### src/rtl/core/ers_pkg.sv
`default_nettype none

package ers_pkg;

    // Fixed field widths.
    localparam int CFG_W     = 6;
    localparam int POS_W     = 5;
    localparam int REG_IDX_W = 2;

    // Configuration register indexes.
    localparam logic [REG_IDX_W-1:0] REG_STEPS  = 2'd0;
    localparam logic [REG_IDX_W-1:0] REG_PULSES = 2'd1;
    localparam logic [REG_IDX_W-1:0] REG_ROT    = 2'd2;

    // Reset values of the configuration registers.
    localparam logic [CFG_W-1:0] STEPS_RST  = 6'd16;
    localparam logic [CFG_W-1:0] PULSES_RST = 6'd4;
    localparam logic [CFG_W-1:0] ROT_RST    = 6'd0;

    localparam int DEF_MAX_STEPS = 32;

    // Which quotient or remainder the shared divider is working on.
    typedef enum logic [1:0] {
        DIV_PER,
        DIV_NSK,
        DIV_SKL,
        DIV_ROT
    } div_op_t;

    typedef enum logic [3:0] {
        ST_PER_GO,
        ST_PER_WAIT,
        ST_NSK_GO,
        ST_NSK_WAIT,
        ST_SKL_GO,
        ST_SKL_WAIT,
        ST_ROT_GO,
        ST_ROT_WAIT,
        ST_FILL_INIT,
        ST_FILL,
        ST_RUN
    } state_t;

    typedef struct packed {
        logic    div_start;
        logic    div_latch;
        div_op_t div_op;
        logic    fill_init;
        logic    fill_step;
        logic    run;
    } ers_cmd_t;

    typedef struct packed {
        logic cfg_hit;
        logic div_done;
        logic fill_last;
    } ers_stat_t;

endpackage

`default_nettype wire

### src/rtl/core/ers_if.sv
`default_nettype none

interface ers_in_if ();
    logic valid;
    logic ready;
    logic clock_level;

    modport source (output valid, output clock_level, input ready);
    modport sink (input valid, input clock_level, output ready);
endinterface

interface ers_out_if import ers_pkg::*; ();
    logic             valid;
    logic             ready;
    logic             pulse_out;
    logic             pulse_out_inverted;
    logic             no_advance;
    logic [POS_W-1:0] step_position;

    modport source (
        output valid, output pulse_out, output pulse_out_inverted,
        output no_advance, output step_position, input ready
    );
    modport sink (
        input valid, input pulse_out, input pulse_out_inverted,
        input no_advance, input step_position, output ready
    );
endinterface

`default_nettype wire

### src/rtl/core/ers_ram.sv
`default_nettype none

module ers_ram #(
    parameter int WIDTH = 1,
    parameter int DEPTH = 32
) (
    input  wire logic                     clk,
    input  wire logic                     we,
    input  wire logic [$clog2(DEPTH)-1:0] waddr,
    input  wire logic [WIDTH-1:0]         wdata,
    input  wire logic                     re,
    input  wire logic [$clog2(DEPTH)-1:0] raddr,
    output logic      [WIDTH-1:0]         rdata
);

    logic [WIDTH-1:0] mem [DEPTH];

    always_ff @(posedge clk)
    begin
        if (we)
        begin
            mem[waddr] <= wdata;
        end
        if (re)
        begin
            rdata <= mem[raddr];
        end
    end

endmodule

`default_nettype wire

### src/rtl/core/ers_div.sv
`default_nettype none

// Restoring divider, one quotient bit per cycle.
module ers_div #(
    parameter int W = 6
) (
    input  wire logic         clk,
    input  wire logic         rst_n,
    input  wire logic         start,
    input  wire logic [W-1:0] dividend,
    input  wire logic [W-1:0] divisor,
    output logic              done,
    output logic      [W-1:0] quotient,
    output logic      [W-1:0] remainder
);

    localparam int CNT_W = $clog2(W + 1);

    logic             busy_reg;
    logic             done_reg;
    logic [CNT_W-1:0] cnt_reg;
    logic [W:0]       rem_reg;
    logic [W-1:0]     quo_reg;
    logic [W-1:0]     dvs_reg;

    logic [W:0] shifted;
    logic [W:0] diff;
    logic       fits;

    assign shifted = {rem_reg[W-1:0], quo_reg[W-1]};
    assign fits    = shifted >= {1'b0, dvs_reg};
    assign diff    = shifted - {1'b0, dvs_reg};

    always_ff @(posedge clk or negedge rst_n)
    begin
        if (!rst_n)
        begin
            busy_reg <= 1'b0;
            done_reg <= 1'b0;
            cnt_reg  <= '0;
        end
        else if (start)
        begin
            busy_reg <= 1'b1;
            done_reg <= 1'b0;
            cnt_reg  <= CNT_W'(W);
        end
        else if (busy_reg)
        begin
            cnt_reg <= cnt_reg - CNT_W'(1);
            if (cnt_reg == CNT_W'(1))
            begin
                busy_reg <= 1'b0;
                done_reg <= 1'b1;
            end
        end
        else
        begin
            done_reg <= 1'b0;
        end
    end

    always_ff @(posedge clk)
    begin
        if (start)
        begin
            rem_reg <= '0;
            quo_reg <= dividend;
            dvs_reg <= divisor;
        end
        else if (busy_reg)
        begin
            rem_reg <= fits ? diff : shifted;
            quo_reg <= {quo_reg[W-2:0], fits};
        end
    end

    assign done      = done_reg;
    assign quotient  = quo_reg;
    assign remainder = rem_reg[W-1:0];

endmodule

`default_nettype wire

### src/rtl/core/ers_ctrl.sv
`default_nettype none

module ers_ctrl import ers_pkg::*; (
    input  wire logic      clk,
    input  wire logic      rst_n,
    input  wire ers_stat_t stat,
    output ers_cmd_t       cmd
);

    state_t state_reg;
    state_t state_next;

    always_ff @(posedge clk or negedge rst_n)
    begin
        if (!rst_n)
        begin
            state_reg <= ST_PER_GO;
        end
        else
        begin
            state_reg <= state_next;
        end
    end

    // Any write to a listed register starts the build over.
    always_comb
    begin
        state_next = state_reg;
        if (stat.cfg_hit)
        begin
            state_next = ST_PER_GO;
        end
        else
        begin
            case (state_reg)
                ST_PER_GO:    state_next = ST_PER_WAIT;
                ST_PER_WAIT:  state_next = stat.div_done ? ST_NSK_GO : ST_PER_WAIT;
                ST_NSK_GO:    state_next = ST_NSK_WAIT;
                ST_NSK_WAIT:  state_next = stat.div_done ? ST_SKL_GO : ST_NSK_WAIT;
                ST_SKL_GO:    state_next = ST_SKL_WAIT;
                ST_SKL_WAIT:  state_next = stat.div_done ? ST_ROT_GO : ST_SKL_WAIT;
                ST_ROT_GO:    state_next = ST_ROT_WAIT;
                ST_ROT_WAIT:  state_next = stat.div_done ? ST_FILL_INIT : ST_ROT_WAIT;
                ST_FILL_INIT: state_next = ST_FILL;
                ST_FILL:      state_next = stat.fill_last ? ST_RUN : ST_FILL;
                ST_RUN:       state_next = ST_RUN;
                default:      state_next = ST_PER_GO;
            endcase
        end
    end

    always_comb
    begin
        cmd = '0;
        cmd.div_op = DIV_PER;
        case (state_reg)
            ST_PER_GO:
            begin
                cmd.div_start = 1'b1;
                cmd.div_op    = DIV_PER;
            end
            ST_PER_WAIT:
            begin
                cmd.div_latch = 1'b1;
                cmd.div_op    = DIV_PER;
            end
            ST_NSK_GO:
            begin
                cmd.div_start = 1'b1;
                cmd.div_op    = DIV_NSK;
            end
            ST_NSK_WAIT:
            begin
                cmd.div_latch = 1'b1;
                cmd.div_op    = DIV_NSK;
            end
            ST_SKL_GO:
            begin
                cmd.div_start = 1'b1;
                cmd.div_op    = DIV_SKL;
            end
            ST_SKL_WAIT:
            begin
                cmd.div_latch = 1'b1;
                cmd.div_op    = DIV_SKL;
            end
            ST_ROT_GO:
            begin
                cmd.div_start = 1'b1;
                cmd.div_op    = DIV_ROT;
            end
            ST_ROT_WAIT:
            begin
                cmd.div_latch = 1'b1;
                cmd.div_op    = DIV_ROT;
            end
            ST_FILL_INIT: cmd.fill_init = 1'b1;
            ST_FILL:      cmd.fill_step = 1'b1;
            ST_RUN:       cmd.run = 1'b1;
            default:      cmd.run = 1'b0;
        endcase
    end

endmodule

`default_nettype wire

### src/rtl/core/ers_dp.sv
`default_nettype none

module ers_dp import ers_pkg::*; #(
    parameter int MAX_STEPS = DEF_MAX_STEPS
) (
    input  wire logic                 clk,
    input  wire logic                 rst_n,
    input  wire logic                 cfg_write,
    input  wire logic [REG_IDX_W-1:0] cfg_index,
    input  wire logic [CFG_W-1:0]     cfg_data,
    input  wire ers_cmd_t             cmd,
    output ers_stat_t                 stat,
    ers_in_if.sink                    in_ch,
    ers_out_if.source                 out_ch
);

    localparam int CW = (MAX_STEPS > 1) ? $clog2(MAX_STEPS) : 1;
    localparam int NW = $clog2(MAX_STEPS + 1);
    localparam int DW = (NW > CFG_W) ? NW : CFG_W;
    localparam int SW = DW + 2;

    // Configuration registers.
    logic [CFG_W-1:0] step_count_reg;
    logic [CFG_W-1:0] pulse_count_reg;
    logic [CFG_W-1:0] rotation_reg;
    logic             cfg_hit;

    assign cfg_hit = cfg_write && (cfg_index == REG_STEPS || cfg_index == REG_PULSES
                                   || cfg_index == REG_ROT);

    always_ff @(posedge clk or negedge rst_n)
    begin
        if (!rst_n)
        begin
            step_count_reg  <= STEPS_RST;
            pulse_count_reg <= PULSES_RST;
            rotation_reg    <= ROT_RST;
        end
        else if (cfg_write)
        begin
            case (cfg_index)
                REG_STEPS:  step_count_reg  <= cfg_data;
                REG_PULSES: pulse_count_reg <= cfg_data;
                REG_ROT:    rotation_reg    <= cfg_data;
                default:    step_count_reg  <= step_count_reg;
            endcase
        end
    end

    // Effective step and pulse counts, and the roles of marks and gaps.
    logic [DW-1:0] n_eff;
    logic [DW-1:0] pulses;
    logic [DW-1:0] hits;
    logic [DW-1:0] gaps0;
    logic [DW-1:0] marks;
    logic [DW-1:0] gaps;
    logic          swapped;
    logic          all_on;
    logic          all_off;

    always_comb
    begin
        if (step_count_reg == '0)
        begin
            n_eff = DW'(1);
        end
        else if (DW'(step_count_reg) > DW'(MAX_STEPS))
        begin
            n_eff = DW'(MAX_STEPS);
        end
        else
        begin
            n_eff = DW'(step_count_reg);
        end
    end

    assign pulses  = DW'(pulse_count_reg);
    assign hits    = (pulses > n_eff) ? n_eff : pulses;
    assign gaps0   = n_eff - hits;
    assign swapped = hits > gaps0;
    assign marks   = swapped ? gaps0 : hits;
    assign gaps    = swapped ? hits : gaps0;
    assign all_on  = hits == n_eff;
    assign all_off = hits == '0;

    // Shared divider and the spacing values it produces.
    logic [DW-1:0] dvd;
    logic [DW-1:0] dvs;
    logic [DW-1:0] dvs_nz;
    logic          div_done;
    logic [DW-1:0] div_quo;
    logic [DW-1:0] div_rem;

    logic [DW-1:0] per_reg;
    logic [DW-1:0] remb_reg;
    logic [DW-1:0] noskip_reg;
    logic [DW-1:0] sklb_reg;
    logic [CW-1:0] rot_reg;

    always_comb
    begin
        case (cmd.div_op)
            DIV_PER:
            begin
                dvd = gaps;
                dvs = marks;
            end
            DIV_NSK:
            begin
                dvd = marks;
                dvs = remb_reg;
            end
            DIV_SKL:
            begin
                dvd = marks - remb_reg;
                dvs = noskip_reg;
            end
            default:
            begin
                dvd = DW'(rotation_reg);
                dvs = n_eff;
            end
        endcase
    end

    // A zero divisor only shows up where the result is not used.
    assign dvs_nz = (dvs == '0) ? DW'(1) : dvs;

    ers_div #(
        .W (DW)
    ) u_div (
        .clk       (clk),
        .rst_n     (rst_n),
        .start     (cmd.div_start),
        .dividend  (dvd),
        .divisor   (dvs_nz),
        .done      (div_done),
        .quotient  (div_quo),
        .remainder (div_rem)
    );

    always_ff @(posedge clk)
    begin
        if (cmd.div_latch && div_done)
        begin
            case (cmd.div_op)
                DIV_PER:
                begin
                    per_reg  <= div_quo;
                    remb_reg <= div_rem;
                end
                DIV_NSK:  noskip_reg <= (remb_reg == '0) ? '0 : div_quo;
                DIV_SKL:  sklb_reg   <= (noskip_reg == '0) ? '0 : div_quo;
                default:  rot_reg    <= CW'(div_rem);
            endcase
        end
    end

    // Pattern fill: one step per cycle, written at its rotated place.
    logic [DW-1:0] run_reg;
    logic [DW-1:0] run_next;
    logic [DW-1:0] remc_reg;
    logic [DW-1:0] remc_next;
    logic [SW-1:0] skipper_reg;
    logic [SW-1:0] skipper_next;
    logic [SW-1:0] skl_reg;
    logic [SW-1:0] skl_next;
    logic [CW-1:0] fpos_reg;
    logic [CW-1:0] idx_reg;
    logic [CW-1:0] last_idx;
    logic          skl_pos;
    logic          raw_bit;
    logic          wr_bit;

    assign last_idx = CW'(n_eff - DW'(1));
    assign skl_pos  = !skl_reg[SW-1] && (skl_reg != '0);

    always_comb
    begin
        run_next     = run_reg;
        remc_next    = remc_reg;
        skipper_next = skipper_reg;
        skl_next     = skl_reg;
        if (run_reg == '0)
        begin
            raw_bit  = !swapped;
            run_next = per_reg;
            if (remc_reg != '0 && skipper_reg == '0)
            begin
                run_next     = per_reg + DW'(1);
                remc_next    = remc_reg - DW'(1);
                skipper_next = skl_pos ? SW'(noskip_reg) : '0;
                skl_next     = skl_reg - SW'(1);
            end
            else
            begin
                skipper_next = skipper_reg - SW'(1);
            end
        end
        else
        begin
            raw_bit  = swapped;
            run_next = run_reg - DW'(1);
        end
    end

    assign wr_bit = all_on ? 1'b1 : (all_off ? 1'b0 : raw_bit);

    always_ff @(posedge clk)
    begin
        if (cmd.fill_init)
        begin
            run_reg     <= '0;
            remc_reg    <= remb_reg;
            skipper_reg <= '0;
            skl_reg     <= SW'(sklb_reg);
            fpos_reg    <= rot_reg;
            idx_reg     <= '0;
        end
        else if (cmd.fill_step)
        begin
            run_reg     <= run_next;
            remc_reg    <= remc_next;
            skipper_reg <= skipper_next;
            skl_reg     <= skl_next;
            fpos_reg    <= (fpos_reg == last_idx) ? '0 : fpos_reg + CW'(1);
            idx_reg     <= idx_reg + CW'(1);
        end
    end

    // Playback.
    logic          prev_clk_reg;
    logic [CW-1:0] cursor_reg;
    logic [CW-1:0] prev_cur_reg;
    logic [CW-1:0] cur_new;
    logic          fall;
    logic          accept;
    logic          out_free;
    logic          ram_rdata;

    logic             pend_valid_reg;
    logic             pend_noadv_reg;
    logic [POS_W-1:0] pend_pos_reg;
    logic             out_valid_reg;
    logic             out_pulse_reg;
    logic             out_noadv_reg;
    logic [POS_W-1:0] out_pos_reg;

    assign fall     = prev_clk_reg && !in_ch.clock_level;
    assign cur_new  = fall ? ((cursor_reg == last_idx) ? '0 : cursor_reg + CW'(1))
                           : cursor_reg;
    assign out_free = !out_valid_reg || out_ch.ready;
    assign in_ch.ready = cmd.run && (!pend_valid_reg || out_free);
    assign accept   = in_ch.valid && in_ch.ready;

    ers_ram #(
        .WIDTH (1),
        .DEPTH (MAX_STEPS)
    ) u_pattern (
        .clk   (clk),
        .we    (cmd.fill_step),
        .waddr (fpos_reg),
        .wdata (wr_bit),
        .re    (accept),
        .raddr (cur_new),
        .rdata (ram_rdata)
    );

    always_ff @(posedge clk or negedge rst_n)
    begin
        if (!rst_n)
        begin
            prev_clk_reg   <= 1'b0;
            cursor_reg     <= '0;
            prev_cur_reg   <= '0;
            pend_valid_reg <= 1'b0;
            out_valid_reg  <= 1'b0;
        end
        else
        begin
            if (cfg_hit)
            begin
                cursor_reg <= '0;
            end
            else if (accept)
            begin
                cursor_reg <= cur_new;
            end
            if (accept)
            begin
                prev_clk_reg <= in_ch.clock_level;
                prev_cur_reg <= cur_new;
            end
            if (accept)
            begin
                pend_valid_reg <= 1'b1;
            end
            else if (out_free)
            begin
                pend_valid_reg <= 1'b0;
            end
            if (pend_valid_reg && out_free)
            begin
                out_valid_reg <= 1'b1;
            end
            else if (out_ch.ready)
            begin
                out_valid_reg <= 1'b0;
            end
        end
    end

    always_ff @(posedge clk)
    begin
        if (accept)
        begin
            pend_noadv_reg <= prev_cur_reg == cur_new;
            pend_pos_reg   <= POS_W'(cur_new);
        end
        if (pend_valid_reg && out_free)
        begin
            out_pulse_reg <= ram_rdata;
            out_noadv_reg <= pend_noadv_reg;
            out_pos_reg   <= pend_pos_reg;
        end
    end

    assign out_ch.valid              = out_valid_reg;
    assign out_ch.pulse_out          = out_pulse_reg;
    assign out_ch.pulse_out_inverted = !out_pulse_reg;
    assign out_ch.no_advance         = out_noadv_reg;
    assign out_ch.step_position      = out_pos_reg;

    assign stat.cfg_hit   = cfg_hit;
    assign stat.div_done  = div_done;
    assign stat.fill_last = idx_reg == last_idx;

endmodule

`default_nettype wire

### src/rtl/core/euclidean_rhythm_sequencer.sv
`default_nettype none

// Euclidean rhythm sequencer. After reset, and again after every write to the step
// count, pulse count or rotation register, the block builds a pattern of step_count
// bits (0 counts as 1, values above MAX_STEPS as MAX_STEPS) holding pulse_count
// pulses (clamped to the step count), spaced with a per-pulse run, a remainder and a
// skip interval, and rotated right by rotation modulo the step count. The build runs
// four divisions on one shared bit-serial divider and then writes one step per cycle
// into the pattern memory; the divider is 6 bits wide at the default MAX_STEPS of 32.
// While it runs, in_ch.ready is low; configuration writes are still taken at any time
// and simply restart the build. Once the pattern is in place, the block takes one item
// per cycle while the output path is not stalled. Each item carries a clock level; a
// one-to-zero transition against the previous item advances the step cursor, wrapping
// at the step count. Its result, which passes through a pending register and then the
// output register, carries the pattern bit at the cursor, its complement, a flag that
// the cursor matches the one of the previous item, and the cursor itself. The rate is
// set by the single read port of the pattern memory, which is read once per item. A
// configuration write puts the cursor back at step 0 but keeps the remembered clock
// level and cursor, so the next item compares step 0 with the cursor of the item
// before. A write to an index beyond the three registers is ignored.

module euclidean_rhythm_sequencer import ers_pkg::*; #(
    parameter int MAX_STEPS = DEF_MAX_STEPS
) (
    input  wire logic                 clk,
    input  wire logic                 rst_n,
    input  wire logic                 cfg_write,
    input  wire logic [REG_IDX_W-1:0] cfg_index,
    input  wire logic [CFG_W-1:0]     cfg_data,
    ers_in_if.sink                    in_ch,
    ers_out_if.source                 out_ch
);

    // The controller sequences the build (divisions, then the fill sweep) and
    // then holds the block in playback; it sees only status from the datapath.
    ers_cmd_t  cmd;
    ers_stat_t stat;

    ers_ctrl u_ctrl (
        .clk   (clk),
        .rst_n (rst_n),
        .stat  (stat),
        .cmd   (cmd)
    );

    // The datapath holds the configuration, the divider, the pattern memory and
    // the playback pipeline with its output register.
    ers_dp #(
        .MAX_STEPS (MAX_STEPS)
    ) u_dp (
        .clk       (clk),
        .rst_n     (rst_n),
        .cfg_write (cfg_write),
        .cfg_index (cfg_index),
        .cfg_data  (cfg_data),
        .cmd       (cmd),
        .stat      (stat),
        .in_ch     (in_ch),
        .out_ch    (out_ch)
    );

endmodule

`default_nettype wire

### src/flat_wrapper.sv
// flat-port wrapper written by rule: the top's interface ports become plain ports
module euclidean_rhythm_sequencer_flat import ers_pkg::*;
#(
    parameter int MAX_STEPS = DEF_MAX_STEPS
)
  (clk, rst_n, cfg_write, cfg_index, cfg_data, in_ch_valid, in_ch_clock_level, in_ch_ready, out_ch_valid, out_ch_pulse_out, out_ch_pulse_out_inverted, out_ch_no_advance, out_ch_step_position, out_ch_ready);
  ers_in_if in_ch_i ();
  ers_out_if out_ch_i ();
  input  wire logic clk;
  input  wire logic rst_n;
  input  wire logic cfg_write;
  input  wire logic [REG_IDX_W-1:0] cfg_index;
  input  wire logic [CFG_W-1:0] cfg_data;
  input wire logic [$bits(in_ch_i.valid)-1:0] in_ch_valid;
  input wire logic [$bits(in_ch_i.clock_level)-1:0] in_ch_clock_level;
  output wire logic [$bits(in_ch_i.ready)-1:0] in_ch_ready;
  output wire logic [$bits(out_ch_i.valid)-1:0] out_ch_valid;
  output wire logic [$bits(out_ch_i.pulse_out)-1:0] out_ch_pulse_out;
  output wire logic [$bits(out_ch_i.pulse_out_inverted)-1:0] out_ch_pulse_out_inverted;
  output wire logic [$bits(out_ch_i.no_advance)-1:0] out_ch_no_advance;
  output wire logic [$bits(out_ch_i.step_position)-1:0] out_ch_step_position;
  input wire logic [$bits(out_ch_i.ready)-1:0] out_ch_ready;
  assign in_ch_i.valid = in_ch_valid;
  assign in_ch_i.clock_level = in_ch_clock_level;
  assign in_ch_ready = in_ch_i.ready;
  assign out_ch_valid = out_ch_i.valid;
  assign out_ch_pulse_out = out_ch_i.pulse_out;
  assign out_ch_pulse_out_inverted = out_ch_i.pulse_out_inverted;
  assign out_ch_no_advance = out_ch_i.no_advance;
  assign out_ch_step_position = out_ch_i.step_position;
  assign out_ch_i.ready = out_ch_ready;
  euclidean_rhythm_sequencer #(.MAX_STEPS(MAX_STEPS)) u_core (.clk(clk), .rst_n(rst_n), .cfg_write(cfg_write), .cfg_index(cfg_index), .cfg_data(cfg_data), .in_ch(in_ch_i), .out_ch(out_ch_i));
endmodule
### config.mk
export PLATFORM = sky130hd
export DESIGN_NAME = euclidean_rhythm_sequencer_flat
export DESIGN_NICKNAME = d
export VERILOG_FILES = /design/src/rtl/core/ers_pkg.sv /design/src/rtl/core/ers_if.sv /design/src/rtl/core/ers_ram.sv /design/src/rtl/core/ers_div.sv /design/src/rtl/core/ers_ctrl.sv /design/src/rtl/core/ers_dp.sv /design/src/rtl/core/euclidean_rhythm_sequencer.sv /design/src/flat_wrapper.sv
export SDC_FILE = /design/constraint.sdc
export NUM_CORES = 1
export LEC_CHECK = 0
export BUFFER_PORTS_ARGS = -buffer_cell sky130_fd_sc_hd__buf_2
export CAP_MARGIN = 20
export CORE_UTILIZATION = 55
export DETAILED_ROUTE_END_ITERATION = 8
export PLACE_DENSITY = 0.75
export SLEW_MARGIN = 20
export SYNTH_ARGS = -nofsm -noshare
export SYNTH_HDL_FRONTEND = slang
export SYNTH_SLANG_ARGS = --single-unit
### constraint.sdc
create_clock -name clk -period 16.3 [get_ports clk]
set_input_delay 1.63 -clock clk [delete_from_list [all_inputs] [get_ports clk]]
set_output_delay 1.63 -clock clk [all_outputs]
set_load 0.005 [all_outputs]
==> flow_summary.ini <==
[status]
status = complete, no violations

[drt]
drc_errors = 0
wirelength_mm = 21.69
avgViaCountPerCell = 5.902
ant_nets = 0
vias = 7236
avgRoutedWirePerCell_microns = 17.69
wl_met3_mm = 1.292
firstDrtPassIters = 5
drtIter0Drc = 725
highest_layer = met4
wl_met2_mm = 10.14
m1WireLength_mm = 9.807

[timing]
grt_setup_unrepaired = false
min_period_over_period = 0.4939
setup_viol = 0
fmax_ghz = 0.1242
max_slew_margin = 0.3112
post-route-min-period_ns = 8.050
clock_skew_ns = 0.008685
hold_slack_ns = 0.4232
worstMarginPinSlew_ns = 1.031
slew_viol_final = 0
tns_ns = 0
setup_slack_ns = 8.250
hold_viol = 0

[synthesis]
synth_edf_count = 104
yosysSeqAreaShare = 0.4809
mappedNetlistArea_sq_um = 9704
synth_xor_area_frac = 0.04706
netlist.area_leader.share = 0.3218
synth-compound-area-share = 0.1505
synth_nets = 1039
yosys.area.top_type = edfxtp_1
yosysWarnings = 0
syn_inst = 978
ys_seq_elements = 171
async_flop_share = 0.2339
synthTopCellsByArea = edfxtp_1 32%, dfrtp_1 9.8%, ha_1 5.7%
synth_flop_cell = edfxtp_1
synth_top_family_by_area = simple AND/OR/NAND/NOR gates
ys_types = 79
synthAdderAreaFrac = 0.06292
synth_mux_area_frac = 0.05157
synth_area_per_cell_sq_um = 9.923
synthSimpleGateAreaFrac = 0.1667

[clock_tree]
postCtsSetupRepairBufs = 0
clkTransAtPathRegs_ns = 0.07
cts_max_level = 4
ctsResizeCount = 0
holdBufCountCts = 0
cts_tree = yes
cts_made_buffers = 17
clock_path_buffers = 2
insertion_delay_ns = 0.44
cts_sinks = 171
root_buffer = clkbuf_16

[cells_and_area]
final_cell_area_sq_um = 10580
fillCellCount = 1418
multi_input_area_sq_um = 4673
largest_register_ffs = 32
post-route-util = 0.6140
drive_gt1_frac = 0.1089
final-seq-area_sq_um = 4667
antenna_cells = 0
final_nets = 1049
areaGrowthSynthToFinish_pct = 9.051

[worst_setup_path]
crit_fanout = 17
path_common_cell = ha_1
cp-end-kind = flip-flop
startpoint_type = flip-flop
criticalPathCategory = flip-flop to flip-flop
critPathSlowestCell = a211oi_4
crit_arrival_ns = 8.35
critPathRequiredTime_ns = 16.60
cp_slowest_stage_delay_ns = 0.65

[power_and_ir_drop]
peakVddDrop_v = 0.0001746
power.density_nw_per_um2 = 163.2
power_leakage_nw = 4.096

[placement]
placed_area_sq_um = 9998
dpl.hpwl_mm = 15.78
dpl_worst_slack_ns = 8.457
numPortBuffers = 23
gp_congestion = 0.9344

[global_route]
grt_max_degree = 41
antenna_found_initial = 0
grt.total_usage = 0.2554
grt_pass1_vias = 6786
grt_pass1_wl_mm = 35.32
overflow = 0

[die]
die_x_microns = 134.8
core_sq_um = 17240
floorplan.die.height_microns = 134.8
rows = 48
die_area_sq_um = 18180
io_pins = 24
start_util = 0.5630

[min_path]
hp-class = flip-flop to flip-flop

[flow_run]
cap_violations = 0
[layout by cell type (no fill, tap or decap), drive strengths merged, types with 14 or more instances in the layout]
cell    netlist  final
nand2       103    103
nand2b       15     15
o21ai        75     75
mux2i        17     17
a21oi        49     49
xor2         16     16
clkbuf       29     17
dfxtp        27     27
mux2         29     29
xnor2        31     31
nand3        21     21
a211oi       14     14
dfrtp        38     38
edfxtp      104    104
nor2        114    114
ha           44     44
buf           7     27
nor3         18     18
inv          62     69
[logic make-up after synthesis]
logic type	Yosys count
AND/OR/NAND/NOR	343
AO/OA/AOI/OAI	223
flip-flops	171
buffers and inverters	99
XOR/XNOR	49
adder cells (fa/ha/maj)	47
multiplexers	46
[final cells by class]
| type | count | share of cell area |
|---|---|---|
| clock buffer | 17 | 0.04020 |
| clock inverter | 15 | 0.01431 |
| inverter | 63 | 0.02235 |
| multi-input combinational | 708 | 0.4416 |
| sequential | 171 | 0.4410 |
| tap | 225 | 0.02660 |
| timing repair buffer | 27 | 0.01395 |
[final timing paths]
| check | startpoint | to | slack [ns] | cells past startpoint |
|---|---|---|---|---|
| min in group asynchronous | rst_n | u_core.u_dp.pulse_count_reg[1]$_DFFE_PN0P_ | 1.18 | 1 |
| worst max register to register | u_core.u_dp.step_count_reg[5]$_DFFE_PN0P_ | u_core.u_dp.u_div.quotient[5]$_DFFE_PP_ | 8.25 | 30 |
| worst min register to register | u_core.u_dp.pend_pos_reg[0]$_DFFE_PP_ | u_core.u_dp.out_ch.step_position[0]$_DFFE_PP_ | 0.42 | 0 |
| worst max-delay path | u_core.u_dp.step_count_reg[5]$_DFFE_PN0P_ | u_core.u_dp.u_div.quotient[5]$_DFFE_PP_ | 8.25 | 30 |
| worst min-delay path | u_core.u_dp.pend_pos_reg[0]$_DFFE_PP_ | u_core.u_dp.out_ch.step_position[0]$_DFFE_PP_ | 0.42 | 0 |
| max in group asynchronous | rst_n | u_core.u_dp.out_ch.valid$_DFFE_PN0P_ | 14.74 | 1 |
[stage by stage]
stage | power (mW) | std cells
after floorplan | 1.158 | 978
after global placement | 1.316 | 1194
after detailed placement | 1.326 | 1194
after CTS | 1.724 | 1226
after global routing | 1.836 | 1226
final | 1.727 | 1226
[per-layer routing]
layer	up-vias	global-route usage
met1	3439	0.3485
met4	0	0.09114
met3	39	0.05068
met5	-	0
li1	3543	-
met2	215	0.4058
[critical path, delay by kind of cell (launching register included)]
family / cells / cell delay (ns)
multiplexers: 2 / 0.80
AND/OR/NAND/NOR: 8 / 1.53
flip-flops: 1 / 0.53
buffers and inverters: 2 / 0.18
adder cells (fa/ha/maj): 4 / 1.10
AO/OA/AOI/OAI: 14 / 3.75
[synthesized netlist by cell type (all sizes together) (4+ instances only)]
| library cell | instances |
|---|---|
| a211oi | 14 |
| a21boi | 4 |
| a21oi | 49 |
| a22oi | 5 |
| a311oi | 4 |
| and2 | 12 |
| and3 | 5 |
| buf | 7 |
| clkbuf | 29 |
| dfrtp | 38 |
| dfxtp | 27 |
| edfxtp | 104 |
| ha | 44 |
| inv | 62 |
| mux2 | 29 |
| mux2i | 17 |
| nand2 | 103 |
| nand2b | 15 |
| nand3 | 21 |
| nand3b | 7 |
| nor2 | 114 |
| nor2b | 10 |
| nor3 | 18 |
| nor3b | 4 |
| nor4 | 9 |
| o211ai | 10 |
| o21a | 7 |
| o21ai | 75 |
| o22ai | 12 |
| o31ai | 6 |
| or2 | 5 |
| or3 | 5 |
| xnor2 | 31 |
| xor2 | 16 |
[where the power goes]
group	switching [mW]	internal (mW)	leakage, nW
Combinational	0.407	0.300	2.13
Sequential	0.0547	0.573	1.69
Clock	0.189	0.203	0.276
Total	0.651	1.08	4.10
(Power assumes the default switching activity.)
